<file path="src/sphash_pkg.sv">
// Shared types, codes and constants of the substring polynomial hash engine.
`default_nettype none

package sphash_pkg;

    localparam int MAX_LENGTH = 1024;
    localparam int ADDR_W     = $clog2(MAX_LENGTH);
    localparam int LEN_W      = $clog2(MAX_LENGTH + 1);
    localparam int IDX_W      = 10;
    localparam int CHAR_W     = 7;
    localparam int H1_W       = 30;
    localparam int H2_W       = 27;

    // Barrett reduction widths: quotient estimate and residue before correction (< 3m)
    localparam int MU1_W  = H1_W + 1;
    localparam int MU2_W  = H2_W + 1;
    localparam int RED1_W = H1_W + 2;
    localparam int RED2_W = H2_W + 2;

    // modular multiplier pipeline depth
    localparam int MM_LAT = 4;

    localparam logic [H1_W-1:0]   MOD_FIRST     = 30'd1000000009;
    localparam logic [H2_W-1:0]   MOD_SECOND    = 27'd100000007;
    localparam logic [4:0]        HASH_BASE     = 5'd31;
    localparam logic [CHAR_W-1:0] LETTER_OFFSET = 7'd96;

    // 31^-1: 26*m1 and 28*m2 are both -1 mod 31
    localparam logic [H1_W-1:0] INV_FIRST  =
        H1_W'((64'd1 + 64'd26 * 64'(MOD_FIRST)) / 64'd31);
    localparam logic [H2_W-1:0] INV_SECOND =
        H2_W'((64'd1 + 64'd28 * 64'(MOD_SECOND)) / 64'd31);

    // floor(2^(2n) / m)
    localparam logic [MU1_W-1:0] MU_FIRST  =
        MU1_W'((64'd1 << (2 * H1_W)) / 64'(MOD_FIRST));
    localparam logic [MU2_W-1:0] MU_SECOND =
        MU2_W'((64'd1 << (2 * H2_W)) / 64'(MOD_SECOND));

    typedef enum logic [1:0] {
        CMD_CLEAR   = 2'd0,
        CMD_APPEND  = 2'd1,
        CMD_HASH    = 2'd2,
        CMD_COMPARE = 2'd3
    } t_cmd;

    typedef struct packed {
        t_cmd              command;
        logic [CHAR_W-1:0] character;
        logic [IDX_W-1:0]  start_a;
        logic [IDX_W-1:0]  end_a;
        logic [IDX_W-1:0]  start_b;
        logic [IDX_W-1:0]  end_b;
    } t_in_item;

    typedef struct packed {
        logic [H1_W-1:0] hash_first;
        logic [H2_W-1:0] hash_second;
        logic            equal;
        logic            error;
    } t_out_item;

    typedef enum logic [1:0] {
        OP_WEIGHT = 2'd0,
        OP_BASE   = 2'd1,
        OP_INV    = 2'd2,
        OP_DIFF   = 2'd3
    } t_mul_op;

    typedef enum logic [1:0] {
        RD_HI_A = 2'd0,
        RD_LO_A = 2'd1,
        RD_HI_B = 2'd2,
        RD_LO_B = 2'd3
    } t_rd_sel;

    typedef struct packed {
        logic    load;
        logic    clear;
        logic    wr_tables;
        logic    wr_prefix;
        logic    upd_pow;
        logic    upd_inv;
        t_rd_sel rd_sel;
        logic    cap_en;
        t_rd_sel cap_sel;
        logic    diff;
        t_mul_op mul_op;
        logic    out_result;
        logic    out_error;
    } t_ctl;

    typedef struct packed {
        t_cmd command;
        logic bad;
        logic full;
    } t_status;

endpackage

`default_nettype wire

</file>
<file path="src/sphash_ctrl.sv">
// Controller state machine: sequences clear, append and query beats.
`default_nettype none

module sphash_ctrl import sphash_pkg::*; (
    input  logic    i_clk,
    input  logic    i_rst_n,
    input  logic    i_start,
    input  t_status i_status,
    output t_ctl    o_ctl,
    output logic    o_busy
);

    localparam int CNT_W = 3;
    localparam logic [CNT_W-1:0] READ_LAST  = CNT_W'(4);
    localparam logic [CNT_W-1:0] MUL_LAST   = CNT_W'(MM_LAT);
    localparam logic [CNT_W-1:0] APP_PREFIX = CNT_W'(MM_LAT);
    localparam logic [CNT_W-1:0] APP_POW    = CNT_W'(MM_LAT + 1);
    localparam logic [CNT_W-1:0] APP_INV    = CNT_W'(MM_LAT + 2);

    typedef enum logic [5:0] {
        S_IDLE   = 6'b000001,
        S_DECODE = 6'b000010,
        S_READ   = 6'b000100,
        S_DIFF   = 6'b001000,
        S_MUL    = 6'b010000,
        S_APPEND = 6'b100000
    } t_state;

    t_state           r_state;
    t_state           n_state;
    logic [CNT_W-1:0] r_cnt;
    logic [CNT_W-1:0] n_cnt;

    always_comb begin
        n_state       = r_state;
        n_cnt         = r_cnt;
        o_ctl         = '0;
        o_ctl.mul_op  = OP_DIFF;
        o_ctl.rd_sel  = t_rd_sel'(r_cnt[1:0]);
        o_ctl.cap_sel = t_rd_sel'(2'(r_cnt - 1'b1));
        unique case (r_state)
            S_IDLE: begin
                if (i_start) begin
                    o_ctl.load = 1'b1;
                    n_state    = S_DECODE;
                end
            end
            S_DECODE: begin
                n_cnt = '0;
                unique case (i_status.command)
                    CMD_CLEAR: begin
                        o_ctl.clear = 1'b1;
                        n_state     = S_IDLE;
                    end
                    CMD_APPEND: begin
                        n_state = i_status.full ? S_IDLE : S_APPEND;
                    end
                    CMD_HASH, CMD_COMPARE: begin
                        if (i_status.bad) begin
                            o_ctl.out_error = 1'b1;
                            n_state         = S_IDLE;
                        end else begin
                            n_state = S_READ;
                        end
                    end
                endcase
            end
            S_READ: begin
                // address at count n, capture at count n+1
                o_ctl.cap_en = (r_cnt != '0);
                if (r_cnt == READ_LAST) begin
                    n_state = S_DIFF;
                end else begin
                    n_cnt = r_cnt + 1'b1;
                end
            end
            S_DIFF: begin
                o_ctl.diff = 1'b1;
                n_cnt      = '0;
                n_state    = S_MUL;
            end
            S_MUL: begin
                if (r_cnt == MUL_LAST) begin
                    o_ctl.out_result = 1'b1;
                    n_state          = S_IDLE;
                end else begin
                    n_cnt = r_cnt + 1'b1;
                end
            end
            S_APPEND: begin
                // three products issued back to back, retired at APP_PREFIX, APP_POW and APP_INV
                priority if (r_cnt == CNT_W'(1)) begin
                    o_ctl.mul_op = OP_BASE;
                end else if (r_cnt == CNT_W'(2)) begin
                    o_ctl.mul_op = OP_INV;
                end else begin
                    o_ctl.mul_op = OP_WEIGHT;
                end
                o_ctl.wr_tables = (r_cnt == '0);
                o_ctl.wr_prefix = (r_cnt == APP_PREFIX);
                o_ctl.upd_pow   = (r_cnt == APP_POW);
                if (r_cnt == APP_INV) begin
                    o_ctl.upd_inv = 1'b1;
                    n_state       = S_IDLE;
                end else begin
                    n_cnt = r_cnt + 1'b1;
                end
            end
            default: begin
                n_state = S_IDLE;
            end
        endcase
    end

    always_ff @(posedge i_clk) begin
        if (!i_rst_n) begin
            r_state <= S_IDLE;
            r_cnt   <= '0;
        end else begin
            r_state <= n_state;
            r_cnt   <= n_cnt;
        end
    end

    assign o_busy = (r_state != S_IDLE);

endmodule

`default_nettype wire

</file>
<file path="config.mk">
export PLATFORM = sky130hd
export DESIGN_NAME = sphash_ctrl
export DESIGN_NICKNAME = d
export VERILOG_FILES = /design/src/sphash_pkg.sv /design/src/sphash_ctrl.sv
export SDC_FILE = /design/constraint.sdc
export NUM_CORES = 1
export LEC_CHECK = 0
export BUFFER_PORTS_ARGS = -buffer_cell sky130_fd_sc_hd__buf_4
export CORE_MARGIN = 2
export CORE_UTILIZATION = 49
export CTS_CLUSTER_SIZE = 8
export DETAILED_ROUTE_END_ITERATION = 12
export PLACE_DENSITY_LB_ADDON = 0.1
export SLEW_MARGIN = 30
export SYNTH_ARGS = -nofsm -noshare
export SYNTH_HDL_FRONTEND = slang
export SYNTH_SLANG_ARGS = --single-unit
</file>
<file path="constraint.sdc">
create_clock -name i_clk -period 2.5 [get_ports i_clk]
set_input_delay 0.5 -clock i_clk [delete_from_list [all_inputs] [get_ports i_clk]]
set_output_delay 0.5 -clock i_clk [all_outputs]
set_load 0.03 [all_outputs]
</file>
==> reports/results.ini, run 1 <==
[critical_path]
path_cells = or4_4 > or3b_4 > nor3b_2 > buf_4
path_buf_inv = 1
critical_path_class = reg -> out
crit_cells = 4
max_stage_delay_ps = 530
critPathTopFamily = simple AND/OR/NAND/NOR gates
start_kind = flop
cp.required_ps = 2000
ff2ff_path_depth = 5
critical_path_peak_fanout = 9
cp_data_arrival_time_ps = 1940
worstSetupEndpointType = output pin
cp_slowest_cell = or4_4

[synthesis]
synthCells = 102
syn_nets = 113
synth_ff_type = dfxtp_1
yosysSeqAreaShare_pct = 23.4
yosysUniqueCellTypes = 38
ys_warn_count = 0
synth.most_common_cell = nand2_1
synthTopCellsByCount = nand2_1, nor2_1, dfxtp_1, o21ai_0, inv_1
synth-edff-count = 0
ys_async_sr_fraction_pct = 0
yosysTopAreaCellShare_pct = 23.4
synth_top_area_cell = dfxtp_1
synth-seq-cells = 9
synth_area_leaders = dfxtp_1, nand2_1, ha_1, nor2_1, nor3b_1
syn_area_sq_um = 771
syn_avg_cell_area_sq_um = 7.56

[clock_tree]
clk_latency_ps = 250
cts_buffers = 3
cts_tree = done
cts_hold_buf = 0
cts.path.max_buffers = 2
clkSinkCount = 9
htree_levels = 1
cts_setup_buffers = 0
root_buffer = clkbuf_4
clk_transition_reported_paths_ps = 60

[job]
max_cap_viol_count = 0

[timing]
worstMarginPinSlew_ps = 434
fin_crit_sh_pct = 97.6
setup_viol = 0
period_needed_ps = 2440
grt_setup_unrepaired = false
skew_ps = 2.49
relSlewSlack_pct = 70.9
drv_slew = 0
hold_viol = 0
holdWs_ps = 505
fmax_mhz = 410
fin_tns_setup_ps = 0

[global_route]
gr-usage-met1_pct = 29.0
grt_use_total_pct = 20.0
grt.overflow.total = 0
busiest_layer = met2
grt_max_degree = 11
met2_usage_pct = 31.2
use_met3_pct = 1.25
grt_pass1_vias = 667
grt_pass1_wl_mm = 2.91
antenna_found_initial = 0

[floorplanning]
die_x_um = 43.7
die-area_sq_mm = 0.00191
initial_utilization_pct = 51.8
fp.dieH_um = 43.7
ioPinCount = 24
rows = 14
coreArea_sq_mm = 0.00149

[place]
portBuffers = 23
dp_hpwl_mm = 1.39
gp_congestion = 0.824

[routing]
vias = 757
drt_iter0_drc = 14
routed_wl_mm = 1.71
wire_per_inst_um = 12.3
drc = 0
viasPerCell = 5.45
drt_first_pass_iters = 4
ant_nets = 0

[cells_and_area]
drive_gt1_share_pct = 33.3
antennaDiodeCount = 0
fillers = 146
area_growth_pct = 26.0
postLayoutCoreUtil_pct = 65.2
nets = 135

[min_path]
holdPathStages = 2
hold_path_class = in -> reg

[pwr]
powerDensity_mw_per_mm2 = 341
max-vdd-ir-drop_uv = 407
p_leak_nw = 0.437

[outcome]
status = finished clean

## metrics by stage
stage / cells / power [W] / setup slack [ps] / instance area (sq um)
3_5_place_dp: 135 / 0.000228 / 165 / 942
6_report: 139 / 0.000332 / 59.5 / 971
5_1_grt: 139 / 0.000348 / 16.7 / 971
3_3_place_gp: 135 / 0.000226 / 185 / 942
2_1_floorplan: 102 / 0.000201 / 85.4 / 782
4_1_cts: 139 / 0.000334 / 30.2 / 971
## logic make-up (layout without fill, tap and decap cells)
group           after synthesis  after routing  share of synthesized area [%]
fa+ha+maj                     4              4                           6.49
xor+xnor                      3              3                           3.41
compound gates               23             23                           20.6
flops                         9              9                           23.4
buf+inv                      16             37                           11.0
simple gates                 47             47                           35.1
## cell usage in the layout (no fill, tap or decap), drive strengths merged, types with 2 or more instances in the layout
cell    Yosys  routed
buf         7      27
nand2      16      16
nor2       11      11
dfxtp       9       9
o21ai       8       8
inv         6       6
nor3b       5       5
ha          4       4
a21oi       4       4
clkbuf      3       4
a21o        3       3
nor2b       3       3
xor2        3       3
o22ai       3       3
nor3        2       2
nor4        2       2
## metal layers
metal	vias up	share of wire, %
met4	0	1.3
met1	346	48
li1	392	-
met5	-	0
met3	2	3.9
met2	17	47
## repair_timing
action                                 CTS  global route
endpoints found under the hold margin    0             0
setup endpoints to repair                6             1
resized for setup                        1             0
pin swaps                                0             1
## final timing paths
path	start	end	slack [ps]
setup / recovery	r_state[1]	o_ctl[13]	60
hold / removal	i_start	r_state[1]	510
setup reg to reg	r_state[1]	r_state[0]	640
hold reg to reg	r_cnt[0]	r_cnt[0]	530
## area by class of cell
| cell class | instances | area, sq um | share of cell area (%) |
|---|---|---|---|
| clock buffer | 4 | 26.3 | 2.71 |
| inverter | 6 | 22.5 | 2.32 |
| tap | 16 | 20.0 | 2.06 |
| sequential | 9 | 180 | 18.6 |
| timing repair buffer | 27 | 203 | 20.9 |
| multi-input combinational | 77 | 519 | 53.5 |
## registers in the layout, indices dropped and copies added (netlist names)
register / count
r_cnt: 3
r_state: 6
## power breakdown
| part | switching (W) | leakage (nW) | total, W | internal [W] |
|---|---|---|---|---|
| registers | 0.00000224 | 0.0729 | 0.000149 | 0.000147 |
| clock network | 0.0000452 | 0.0150 | 0.000106 | 0.0000611 |
| logic | 0.0000428 | 0.349 | 0.0000760 | 0.0000332 |
| total | 0.0000902 | 0.437 | 0.000332 | 0.000241 |
No activity file was read; power rests on OpenSTA's default activity.
==> inputs of run 2 (changes only) <==
- MAX_ROUTING_LAYER: not set -> met4
- SETUP_SLACK_MARGIN: not set -> 0.15
==> reports/results.ini, run 2 (synthesis results as in run 1) <==
[timing]
grt_setup_unrepaired = true
fmax_mhz = 417
period_needed_ps = 2400
hold_viol = 0
relSlewSlack_pct = 70.7
skew_ps = 3.42
fin_crit_sh_pct = 95.9
setup_viol = 0
drv_slew = 0
fin_tns_setup_ps = 0
worstMarginPinSlew_ps = 436

[critical_path]
reg2reg_slack_ps = 640
worstSetupEndpointType = output pin
path_cells = or4_4 > or3b_4 > nor3b_2 > buf_4
ff2ff_path_depth = 6
max_stage_delay_ps = 540
cp.required_ps = 2000
r2r_end = r_cnt[2]
r2r-start = r_cnt[0]
start_kind = flop
cp_slowest_cell = or4_4
critical_path_class = reg -> out
critical_path_peak_fanout = 5
cp_data_arrival_time_ps = 1900

[floorplanning]
die-area_sq_mm = 0.00191
initial_utilization_pct = 51.8
coreArea_sq_mm = 0.00149
ioPinCount = 24
die_x_um = 43.7
fp.dieH_um = 43.7
rows = 14

[routing]
viasPerCell = 5.59
drc = 0
routed_wl_mm = 1.81
wire_per_inst_um = 13.0
vias = 782
ant_nets = 0
drt_iter0_drc = 12
drt_first_pass_iters = 4

[clock_tree]
cts_buffers = 3
cts_tree = done
cts_setup_buffers = 0
clk_latency_ps = 250
cts.path.max_buffers = 2
clk_transition_reported_paths_ps = 60
root_buffer = clkbuf_4
htree_levels = 1
cts_hold_buf = 0
clkSinkCount = 9

[pwr]
combPwrFrac_pct = 23.0
p_seq_share_pct = 45.0
powerDensity_mw_per_mm2 = 334
p_int_w = 0.000241
p_clk_share_pct = 32.0
sw_frac_of_total_pct = 27.2
max-vdd-ir-drop_uv = 405
finalPower_w = 0.000331
p_sw_w = 0.0000902
p_leak_nw = 0.444

[min_path]
holdPathStages = 2
hold_path.startpoint = i_start
whs_endpoint = r_state[1]
hold_path_class = in -> reg

[global_route]
antenna_found_initial = 0
grt_max_degree = 12
grt.overflow.total = 0
grt_use_total_pct = 21.7
grt_pass1_vias = 702
grt_pass1_wl_mm = 3.08

[job]
max_cap_viol_count = 0

[place]
gp_congestion = 0.837
portBuffers = 23
dp_hpwl_mm = 1.39

[cells_and_area]
final_common_cell = buf_4
drive_gt1_share_pct = 33.9
antennaDiodeCount = 0
top_regs = r_state: 6 flops, r_cnt: 3 flops
area_growth_pct = 28.9
nets = 136
multi_input_area_sq_um = 531
final_cell_mix = buf_4, nand2_1, nor2_1
regArea_sq_um = 180
largest_reg_flops = 6
fillers = 141
regMostFlops = r_state

[outcome]
status = finished clean

==> run 2: metal layers <==
layer | track usage (%) | up-vias | wire length (um)
li1 | - | 397 | -
met1 | 29.0 | 359 | 830
met2 | 33.8 | 24 | 850
met3 | 2.08 | 2 | 110
met4 | 7.88 | 0 | 22
met5 | - | - | 0
==> run 2: worst max path at each step <==
stage | depth (start not counted) | slack (ps) | end | start
after CTS | 4 | 100 | o_ctl[13] | r_state[4]
after detailed placement | 4 | 160 | o_ctl[13] | r_state[1]
after global placement | 4 | 180 | o_ctl[13] | r_state[1]
final | 4 | 100 | o_ctl[13] | r_state[4]
after global routing | 4 | 70 | o_ctl[13] | r_state[4]
after floorplan | 5 | 90 | o_ctl[13] | r_state[2]
==> run 2: power groups by stage <==
stage | logic (W) | clock network, W | registers (W)
6_report | 0.0000762 | 0.000106 | 0.000149
5_1_grt | 0.0000838 | 0.000116 | 0.000149
4_1_cts | 0.0000766 | 0.000109 | 0.000149
3_5_place_dp | 0.0000755 | 0 | 0.000152
3_3_place_gp | 0.0000737 | 0 | 0.000152
2_1_floorplan | 0.0000486 | 0 | 0.000152
==> run 2: area by class of cell <==
cell class                      instances  share of cell area, %
Multi-Input combinational cell         78                   53.4
Sequential cell                         9                   18.1
Tap cell                               16                   2.02
Timing Repair Buffer                   27                   21.5
Clock buffer                            4                   2.64
Inverter                                6                   2.27
==> run 2: worst max-delay path, delay by kind of cell (launching register included) <==
| family | cells | cell delay, ps |
|---|---|---|
| and+or+nand+nor | 3 | 1160 |
| buffers and inverters | 1 | 180 |
| DFF | 1 | 300 |
==> run 2: through the flow <==
stage	cells	setup slack (ps)	area (sq um)	hold slack, ps	utilization (%)
after global placement	135	185	942	524	63.3
after CTS	140	100	990	500	66.5
after floorplan	102	85.4	782	492	-
after global routing	140	73.1	993	510	66.7
final	140	102	993	504	66.7
after detailed placement	135	165	942	528	63.3
==> run 2: what timing repair did <==
| action | 4_1_cts | 5_1_grt |
|---|---|---|
| endpoints found under the setup margin | 6 | 5 |
| cloned | 1 | 0 |
| resized for setup | 4 | 1 |
| pin swaps | 3 | 1 |
==> inputs of run 3 (changes only) <==
- REMOVE_ABC_BUFFERS: not set -> 1
- clock period: 2.5 -> 2.6 ns (I/O delays scaled with it)
==> reports/results.ini, run 3 (synthesis results as in run 1) <==
[critical_path]
reg2reg_slack_ps = 670
ff2ff_path_depth = 5
worstSetupEndpointType = output pin
r2r_end = r_state[0]
r2r-start = r_state[1]
cp_data_arrival_time_ps = 1920
critical_path_peak_fanout = 4
start_kind = flop
cp.required_ps = 2080
critical_path_class = reg -> out

[cells_and_area]
finalInstanceArea_sq_um = 973
postLayoutCoreUtil_pct = 65.4
drive_gt1_share_pct = 32.5
final_cells = 139
multi_input_area_sq_um = 522
final_cell_mix = buf_4, nand2_1, nor2_1
fillers = 146
final_common_cell = buf_4
regArea_sq_um = 180
largest_reg_flops = 6
nets = 135
regMostFlops = r_state
top_regs = r_state: 6 flops, r_cnt: 3 flops
antennaDiodeCount = 0
area_growth_pct = 26.3

[min_path]
whs_endpoint = r_state[1]
hold_path_class = in -> reg
holdPathStages = 2
hold_path.startpoint = i_start

[place]
dp_hpwl_mm = 1.35
portBuffers = 23
dpl_cell_area_sq_um = 923
gp_congestion = 0.779
dp_cells = 134

[floorplanning]
ioPinCount = 24
fp.dieH_um = 43.7
die_x_um = 43.7
coreArea_sq_mm = 0.00149
die-area_sq_mm = 0.00191
rows = 14
initial_utilization_pct = 51.8

[global_route]
antenna_found_initial = 0
grt_use_total_pct = 21.9
grt_pass1_wl_mm = 2.92
grt_max_degree = 12
grt_pass1_vias = 632
grt.overflow.total = 0

[clock_tree]
cts.path.max_buffers = 2
cts_buffers = 3
cts_setup_buffers = 0
clkSinkCount = 9
cts_hold_buf = 0
cts_tree = done
root_buffer = clkbuf_4
clk_transition_reported_paths_ps = 60
clk_latency_ps = 260
htree_levels = 1

[routing]
wire_per_inst_um = 12.8
routed_wl_mm = 1.78
drt_iter0_drc = 4
viasPerCell = 5.32
vias = 739
ant_nets = 0
drt_first_pass_iters = 4
drc = 0

[timing]
skew_ps = 1.12
fmax_mhz = 409
grt_setup_unrepaired = true
relSlewSlack_pct = 66.8
fin_crit_sh_pct = 93.9
hold_viol = 0
period_needed_ps = 2440
setup_viol = 0
drv_slew = 0
worstMarginPinSlew_ps = 494

[job]
max_cap_viol_count = 0

[pwr]
p_leak_nw = 0.437
finalPower_w = 0.000322
max-vdd-ir-drop_uv = 314
powerDensity_mw_per_mm2 = 331

[outcome]
status = finished clean

run 3: changes by cell type in the layout (fill, tap and decap cells not counted):
cell,previous run,this run
or3b_4,2,1
nor4b_2,1,0
buf_6,3,2
nor4b_1,0,1
or3b_2,0,1
run 3: metrics by stage:
stage	hold slack [ps]	setup TNS [ps]	worst slack (ps)
floorplan	532	-243	-165
global placement	519	0	244
detailed placement	545	0	207
CTS	491	0	154
global route	501	0	87.6
finish	502	0	158
run 3: worst max path at each step:
stage / slack [ps] / endpoint / cells after the start / start
finish: 160 / o_ctl[12] / 4 / r_state[1]
global route: 90 / o_ctl[13] / 4 / r_state[1]
CTS: 150 / o_ctl[12] / 4 / r_state[1]
detailed placement: 210 / o_ctl[13] / 4 / r_state[1]
global placement: 240 / o_ctl[13] / 4 / r_state[1]
floorplan: -160 / o_ctl[13] / 3 / r_state[2]
run 3: critical path: stages (launching register included):
cell and delay, ps:
dfxtp_1 310, or4_4 540, or3b_2 530, nor2_1 130
buf_4 160
run 3: repair_timing:
item | 4_1_cts | 5_1_grt
gates cloned | 1 | 0
gates resized for setup | 2 | 2
pin swaps | 2 | 0
endpoints found under the setup margin | 6 | 5
run 3: cell type report:
type / instances / area share, %
Multi-Input combinational cell: 78 / 53.6
Sequential cell: 9 / 18.5
Timing Repair Buffer: 26 / 20.8
Inverter: 6 / 2.31
Tap cell: 16 / 2.06
Clock buffer: 4 / 2.70
run 3: layer usage:
metal  part of all wire, %  wire length [um]  vias to the layer above  GRT usage (%)
met1                    50               885                      323           29.0
li1                      -                 -                      394              -
met2                    45               799                       17           30.9
met4                   2.6                46                        0           14.5
met3                   2.9                52                        5           2.50
met5                     0                 0                        -              -
run 3: where the power goes:
part	switching (W)	total, W	internal [W]
logic	0.0000383	0.0000679	0.0000295
registers	0.00000529	0.000147	0.000141
clock network	0.0000486	0.000108	0.0000591
total	0.0000922	0.000322	0.000230
